==> src/rtl/markup_tag_balance_checker_unit_macros.svh <==
// Assertion macros for the markup tag balance checker.
`ifndef MARKUP_TAG_BALANCE_CHECKER_UNIT_MACROS_SVH
`define MARKUP_TAG_BALANCE_CHECKER_UNIT_MACROS_SVH
`ifndef NO_ASSERTIONS
// Check cons in the same cycle whenever ante holds.
`define MTB_ASSERT_NOW(label, ante, cons, msg) \
  label: assert property (@(posedge clk) disable iff (rst) (ante) |-> (cons)) \
    else $error(msg);
// Check cons in the cycle after ante holds.
`define MTB_ASSERT_NEXT(label, ante, cons, msg) \
  label: assert property (@(posedge clk) disable iff (rst) (ante) |=> (cons)) \
    else $error(msg);
`else
`define MTB_ASSERT_NOW(label, ante, cons, msg)
`define MTB_ASSERT_NEXT(label, ante, cons, msg)
`endif
`endif

==> src/rtl/mtb_pkg.sv <==
// Shared types and character codes of the markup tag balance checker.
`default_nettype none
package mtb_pkg;

  localparam logic [7:0] CH_OPEN  = 8'h3C;
  localparam logic [7:0] CH_CLOSE = 8'h3E;
  localparam logic [7:0] CH_SLASH = 8'h2F;
  localparam logic [7:0] CH_B     = 8'h62;
  localparam logic [7:0] CH_R     = 8'h72;
  localparam logic [7:0] CH_H     = 8'h68;

  typedef enum logic {
    ST_IDLE,
    ST_WORK
  } state_t;

  typedef struct packed {
    logic rd_en;
    logic name_we;
    logic len_we;
  } mem_cmd_t;

endpackage
`default_nettype wire

==> src/rtl/mtb_ctrl.sv <==
// Sequencer: character decode, running compare against the stack top, verdict register.
`default_nettype none
module mtb_ctrl #(
  parameter int MAX_TAG_LEN = 32,
  parameter int STACK_DEPTH = 64,
  parameter int SW = 6,
  parameter int IW = 5,
  parameter int TW = 6,
  parameter int CW = 7
) (
  input  wire logic              clk,
  input  wire logic              rst,
  input  wire logic              in_valid,
  output      logic              in_stall,
  input  wire logic [7:0]        char_code,
  input  wire logic              end_of_line,
  output      logic              out_valid,
  input  wire logic              out_stall,
  output      logic              is_correct,
  output      logic              overflow_seen,
  output      mtb_pkg::mem_cmd_t mem_cmd,
  output      logic [SW+IW-1:0]  name_raddr,
  output      logic [SW+IW-1:0]  name_waddr,
  output      logic [7:0]        name_wdata,
  input  wire logic [7:0]        name_rdata,
  output      logic [SW-1:0]     len_raddr,
  output      logic [SW-1:0]     len_waddr,
  output      logic [TW-1:0]     len_wdata,
  input  wire logic [TW-1:0]     len_rdata,
  output      logic [CW-1:0]     depth
);
  import mtb_pkg::*;

  state_t        state, state_next;
  logic [7:0]    ch, ch_next;
  logic          eol, eol_next;
  logic [CW-1:0] sc, sc_next;
  logic [TW-1:0] tl, tl_next;
  logic [TW-1:0] top_len, top_len_next;
  logic          in_tag, in_tag_next;
  logic          mm, mm_next;
  logic          ov, ov_next;
  logic          match, match_next;
  logic [7:0]    c0, c0_next;
  logic [7:0]    c1, c1_next;
  logic          out_valid_next;
  logic          is_correct_next;
  logic          overflow_seen_next;

  logic accept;
  logic hold;
  logic has_room;
  logic ignore;
  logic closes;
  logic do_push;

  assign depth    = sc;
  assign in_stall = (state != ST_IDLE);
  assign accept   = in_valid && !in_stall;
  assign has_room = (sc < CW'(STACK_DEPTH));
  assign hold     = eol && out_valid && out_stall;

  assign ignore = (tl == TW'(2)) && (c1 == CH_R) && ((c0 == CH_B) || (c0 == CH_H));
  assign closes = (sc != '0) && match &&
                  (({1'b0, top_len} + (TW+1)'(1)) == {1'b0, tl});

  // Reads of the stack-top byte and of the length below the top go out with the accept.
  assign name_raddr = {SW'(sc - CW'(1)), IW'(tl - TW'(1))};
  assign len_raddr  = SW'(sc - CW'(2));
  assign name_waddr = {SW'(sc), IW'(tl)};
  assign name_wdata = ch;
  assign len_waddr  = SW'(sc);
  assign len_wdata  = tl;

  always_ff @(posedge clk) begin
    if (rst) begin
      state <= ST_IDLE;
    end else begin
      state <= state_next;
    end
  end

  always_comb begin
    state_next         = state;
    ch_next            = ch;
    eol_next           = eol;
    sc_next            = sc;
    tl_next            = tl;
    top_len_next       = top_len;
    in_tag_next        = in_tag;
    mm_next            = mm;
    ov_next            = ov;
    match_next         = match;
    c0_next            = c0;
    c1_next            = c1;
    out_valid_next     = out_valid && out_stall;
    is_correct_next    = is_correct;
    overflow_seen_next = overflow_seen;
    do_push            = 1'b0;
    mem_cmd            = '0;
    mem_cmd.rd_en      = accept;

    case (state)
      ST_IDLE: begin
        if (accept) begin
          ch_next    = char_code;
          eol_next   = end_of_line;
          state_next = ST_WORK;
        end
      end
      ST_WORK: begin
        if (!hold) begin
          state_next = ST_IDLE;
          if (ch == CH_OPEN) begin
            in_tag_next = 1'b1;
          end else if (ch == CH_CLOSE) begin
            if (!ignore) begin
              if ((tl == '0) || (c0 != CH_SLASH)) begin
                do_push = 1'b1;
              end else if (closes) begin
                sc_next      = sc - CW'(1);
                mm_next      = 1'b0;
                top_len_next = len_rdata;
              end else begin
                do_push = 1'b1;
                mm_next = 1'b1;
              end
            end
            if (do_push) begin
              if (has_room) begin
                mem_cmd.len_we = 1'b1;
                sc_next        = sc + CW'(1);
                top_len_next   = tl;
              end else begin
                ov_next = 1'b1;
              end
            end
            tl_next     = '0;
            in_tag_next = 1'b0;
            match_next  = 1'b1;
          end else if (in_tag) begin
            if (tl < TW'(MAX_TAG_LEN)) begin
              // Write the byte straight into the free slot above the top, if the stack has room.
              mem_cmd.name_we = has_room;
              if (tl == TW'(0)) begin
                c0_next = ch;
              end
              if (tl == TW'(1)) begin
                c1_next = ch;
              end
              if ((tl != '0) && (tl <= top_len)) begin
                match_next = match && (name_rdata == ch);
              end
              tl_next = tl + TW'(1);
            end else begin
              ov_next = 1'b1;
            end
          end
          if (eol) begin
            out_valid_next     = 1'b1;
            is_correct_next    = (sc_next == '0) && !mm_next && !ov_next;
            overflow_seen_next = ov_next;
            sc_next            = '0;
            tl_next            = '0;
            top_len_next       = '0;
            in_tag_next        = 1'b0;
            mm_next            = 1'b0;
            ov_next            = 1'b0;
            match_next         = 1'b1;
          end
        end
      end
      default: begin
        state_next = ST_IDLE;
      end
    endcase
  end

  always_ff @(posedge clk) begin
    if (rst) begin
      sc        <= '0;
      tl        <= '0;
      top_len   <= '0;
      in_tag    <= 1'b0;
      mm        <= 1'b0;
      ov        <= 1'b0;
      match     <= 1'b1;
      out_valid <= 1'b0;
    end else begin
      sc        <= sc_next;
      tl        <= tl_next;
      top_len   <= top_len_next;
      in_tag    <= in_tag_next;
      mm        <= mm_next;
      ov        <= ov_next;
      match     <= match_next;
      out_valid <= out_valid_next;
    end
  end

  always_ff @(posedge clk) begin
    ch            <= ch_next;
    eol           <= eol_next;
    c0            <= c0_next;
    c1            <= c1_next;
    is_correct    <= is_correct_next;
    overflow_seen <= overflow_seen_next;
  end

endmodule
`default_nettype wire

==> config.mk <==
export PLATFORM = sky130hd
export DESIGN_NAME = mtb_ctrl
export DESIGN_NICKNAME = d
export VERILOG_FILES = /design/src/rtl/markup_tag_balance_checker_unit_macros.svh /design/src/rtl/mtb_pkg.sv /design/src/rtl/mtb_ctrl.sv
export SDC_FILE = /design/constraint.sdc
export NUM_CORES = 1
export LEC_CHECK = 0
export BUFFER_PORTS_ARGS = -buffer_cell sky130_fd_sc_hd__buf_4
export CAP_MARGIN = 20
export CELL_PAD_IN_SITES_DETAIL_PLACEMENT = 1
export CELL_PAD_IN_SITES_GLOBAL_PLACEMENT = 2
export CORE_MARGIN = 2
export CORE_UTILIZATION = 34
export DETAILED_ROUTE_END_ITERATION = 16
export HOLD_SLACK_MARGIN = 0.06
export PLACE_DENSITY = 0.9
export REMOVE_ABC_BUFFERS = 1
export SYNTH_ARGS = -nofsm -noshare
export SYNTH_HDL_FRONTEND = slang
export SYNTH_SLANG_ARGS = --single-unit
==> constraint.sdc <==
create_clock -name clk -period 4.25 [get_ports clk]
set_input_delay 0 -clock clk [delete_from_list [all_inputs] [get_ports clk]]
set_output_delay 0 -clock clk [all_outputs]
set_load 0.05 [all_outputs]
==> flow_results.xml <==
<?xml version="1.0" encoding="UTF-8"?>
<metrics>
  <group name="run_status">
    <metric name="run_status" unit="">completed</metric>
  </group>
  <group name="clock_tree">
    <metric name="clk_pin_slew" unit="ns">0.11</metric>
    <metric name="cts_num_sinks" unit="">52</metric>
    <metric name="clk_path_buf_depth" unit="">2</metric>
    <metric name="cts_tree" unit="">yes</metric>
    <metric name="postCtsSetupBuffers" unit="">0</metric>
    <metric name="clock_tree.root_cell" unit="">sky130_fd_sc_hd__clkbuf_8</metric>
    <metric name="worst_skew_pair.late_latency" unit="ns">0.32</metric>
    <metric name="htree_num_levels" unit="">2</metric>
    <metric name="cts-buffers-inserted" unit="">5</metric>
  </group>
  <group name="detailed_routing">
    <metric name="wl_per_cell" unit="um">17.0</metric>
    <metric name="initialDrtViolationCount" unit="">82</metric>
    <metric name="post-route-drc-count" unit="">0</metric>
    <metric name="routed_wl" unit="mm">9.11</metric>
    <metric name="ant_nets" unit="">0</metric>
    <metric name="route.vias.total" unit="">2827</metric>
    <metric name="first_pass_iters" unit="">4</metric>
    <metric name="viasPerCell" unit="">5.27</metric>
  </group>
  <group name="place">
    <metric name="worst_setup_slack_post_dpl" unit="ns">0.753</metric>
    <metric name="gp_congestion" unit="">0.842</metric>
    <metric name="hpwl" unit="mm">6.88</metric>
    <metric name="placed_cell_area" unit="um^2">3810</metric>
    <metric name="io_buffers" unit="">88</metric>
  </group>
  <group name="synthesis">
    <metric name="synthesized_area" unit="um^2">3190</metric>
    <metric name="synth_top_flop_cell" unit="">sky130_fd_sc_hd__edfxtp_1</metric>
    <metric name="yosys.area_share.xor_xnor" unit="%">8.52</metric>
    <metric name="synth_top_family_by_area" unit="">simple AND/OR/NAND/NOR gates</metric>
    <metric name="synthAdderAreaFrac" unit="%">6.67</metric>
    <metric name="async_reset_ff_share" unit="%">0</metric>
    <metric name="synthMuxAreaShare" unit="%">0.942</metric>
    <metric name="synth_compound_gate_area_share" unit="%">14.1</metric>
    <metric name="yosys.area_share.simple" unit="%">19.6</metric>
    <metric name="syn-mean-instance-area" unit="um^2">9.46</metric>
    <metric name="netlist-cell-type-count" unit="">54</metric>
    <metric name="ys_ff_latch" unit="">52</metric>
    <metric name="synth.yosys.warnings" unit="">0</metric>
    <metric name="yosysSeqAreaShare" unit="%">41.1</metric>
    <metric name="synth_edf_count" unit="">27</metric>
    <metric name="synthesis.instances" unit="">337</metric>
  </group>
  <group name="pwr">
    <metric name="power_per_cell_area" unit="nW/um^2">247</metric>
    <metric name="power.ir.vdd_worst" unit="uV">165</metric>
    <metric name="cellLeakagePower" unit="nW">1.61</metric>
  </group>
  <group name="worst_setup_path">
    <metric name="worst-setup-path-type" unit="">flop to flop</metric>
    <metric name="crit_path_top_delay_cell" unit="">sky130_fd_sc_hd__or4b_1</metric>
    <metric name="critPathLaunchType" unit="">flop</metric>
    <metric name="endpoint_kind" unit="">flop</metric>
    <metric name="timing.critical_path.fanout_max" unit="">18</metric>
    <metric name="critPathLaunch" unit="">len_wdata[0]</metric>
    <metric name="critPathMaxStageDelay" unit="ns">0.79</metric>
    <metric name="critPathRequiredTime" unit="ns">4.43</metric>
    <metric name="cp.arrival" unit="ns">3.73</metric>
    <metric name="timing.critical_path.cells" unit="">inv_1, ha_1, nand2b_1, a311oi_2, o311ai_1, or4b_1, nor4b_1, a311o_1, nor3_2, and4b_1</metric>
    <metric name="rr_startpoint" unit="">len_wdata[0]</metric>
  </group>
  <group name="floorplan">
    <metric name="placementRows" unit="">35</metric>
    <metric name="dieArea" unit="um^2">10200</metric>
    <metric name="die_height" unit="um">101</metric>
    <metric name="start_util" unit="%">34.8</metric>
    <metric name="design.portCount" unit="">89</metric>
    <metric name="die_w" unit="um">101</metric>
    <metric name="floorplan.core_area" unit="um^2">9150</metric>
  </group>
  <group name="timing">
    <metric name="fin_ws" unit="ns">0.704</metric>
    <metric name="rsz_0062_raised_after_global_routing" unit="">no</metric>
    <metric name="maxSlewHeadroom" unit="%">45.1</metric>
    <metric name="fmaxAchievable" unit="GHz">0.282</metric>
    <metric name="timing.clock.skew" unit="ns">0.0111</metric>
    <metric name="period_share" unit="%">83.4</metric>
    <metric name="layout_min_cycle_time" unit="ns">3.55</metric>
    <metric name="setup_viol" unit="">0</metric>
    <metric name="report.final.hold_viol_count" unit="">0</metric>
    <metric name="drv_slew" unit="">0</metric>
    <metric name="timing_worst_slew_pin_value" unit="ns">0.822</metric>
  </group>
  <group name="final_layout">
    <metric name="ratio_of_cells_with_drive_above_1_in_the_final_layout" unit="%">26.4</metric>
    <metric name="final_cell_area_excluding_filler_cells" unit="um^2">4090</metric>
    <metric name="final_net_count" unit="">468</metric>
    <metric name="antenna_cells_inserted" unit="">0</metric>
    <metric name="area.growth.synth_to_final" unit="%">28.4</metric>
  </group>
  <group name="global_route">
    <metric name="grt_pass1_wl" unit="mm">14.9</metric>
    <metric name="overflow" unit="">0</metric>
    <metric name="global_route.usage.total" unit="%">18.3</metric>
    <metric name="number_of_global_route_vias_before_repair" unit="">2986</metric>
    <metric name="maximum_number_of_pins_on_one_net_before_global_route_repair" unit="">20</metric>
    <metric name="antenna_found_initial" unit="">0</metric>
  </group>
  <group name="min_path">
    <metric name="hold_start" unit="">out_stall</metric>
    <metric name="worst_hold_path_type" unit="">primary input to flop</metric>
  </group>
  <group name="job">
    <metric name="cap_violations" unit="">0</metric>
  </group>
</metrics>
cell families (layout without fill, tap and decap cells):
| kind of cell | Yosys count | in the layout |
|---|---|---|
| mux | 3 | 3 |
| buf+inv | 50 | 138 |
| compound gates | 67 | 67 |
| simple gates | 117 | 117 |
| xor+xnor | 31 | 31 |
| fa+ha+maj | 17 | 17 |
| flops | 52 | 52 |
worst max-delay path: cells and delay by family (launching register included):
| family | cells | cell delay (ns) |
|---|---|---|
| simple gates | 5 | 1.62 |
| compound gates | 3 | 0.81 |
| flops | 1 | 0.49 |
| fa+ha+maj | 1 | 0.33 |
| buf+inv | 1 | 0.16 |
metrics by stage:
step | util [%] | TNS [ns] | power (mW) | std cells | hold slack, ns
after CTS | 44.7 | 0 | 1.02 | 536 | 0.0727
after global routing | 44.7 | 0 | 1.05 | 536 | 0.0966
after floorplan | - | -3.92 | 0.634 | 306 | 0.0691
final | 44.7 | 0 | 1.01 | 536 | 0.0844
after global placement | 41.7 | 0 | 0.687 | 510 | 0.178
after detailed placement | 41.7 | 0 | 0.690 | 510 | 0.180
per-layer routing:
metal	global-route usage [%]	wire, um
met1	24.7	4200
met2	31.1	4450
met3	2.36	349
met4	4.64	112
met5	0	0
flip-flops by register name (all words and copies together) (netlist names):
name	flops
c0	8
c1	8
name_wdata	8
depth	7
len_wdata	6
top_len	6
eol	1
in_stall	1
in_tag	1
is_correct	1
match	1
mm	1
out_valid	1
ov	1
overflow_seen	1
what timing repair did:
action	4_1_cts	5_1_grt
hold buffers	18	0
gates resized for setup	0	0
hold endpoints to repair	18	0
cells in the final DEF, fill, tap and decap left out, types with 17 or more instances in the layout:
master                          synthesis  layout
sky130_fd_sc_hd__xnor2_1               20      20
sky130_fd_sc_hd__inv_1                 17      17
sky130_fd_sc_hd__buf_4                 22      93
sky130_fd_sc_hd__nand2_1               35      35
sky130_fd_sc_hd__o21ai_0               19      19
sky130_fd_sc_hd__dlygate4sd3_1          0      18
sky130_fd_sc_hd__ha_1                  17      17
sky130_fd_sc_hd__dfxtp_1               25      25
sky130_fd_sc_hd__nor2_1                23      23
sky130_fd_sc_hd__edfxtp_1              27      27
report_power, final:
part	switching (mW)	internal, mW	total, mW	leakage, nW
clock network	0.194	0.125	0.319	0.0511
logic	0.0830	0.0580	0.141	1.11
registers	0.0122	0.537	0.549	0.448
layout make-up:
| class | instances | area (um^2) |
|---|---|---|
| Tap cell | 111 | 139 |
| Timing Repair Buffer | 111 | 878 |
| Inverter | 19 | 71.3 |
| Multi-Input combinational cell | 235 | 1600 |
| Clock inverter | 3 | 28.8 |
| Sequential cell | 52 | 1310 |
| Clock buffer | 5 | 68.8 |
| Fill cell | 1046 | 5060 |
synth_stat cells (all sizes together), types with 8 or more instances:
library cell | number | area share, %
dfxtp | 25 | 16
a21oi | 8 | 1.3
edfxtp | 27 | 25
inv | 19 | 2.2
nor3 | 9 | 1.7
ha | 17 | 6.7
buf | 26 | 6.2
nand2 | 35 | 4.1
xnor2 | 20 | 5.5
xor2 | 11 | 3.0
nand3 | 12 | 1.9
nor2 | 23 | 2.7
o21ai | 19 | 3.0
worst paths after layout:
kind,to,slack [ns],cells past startpoint
setup reg to reg,is_correct,0.70,10
setup / recovery,is_correct,0.70,10
hold reg to reg,ov,0.51,2
hold / removal,overflow_seen,0.08,2
Power figures use the tool's default switching activity.
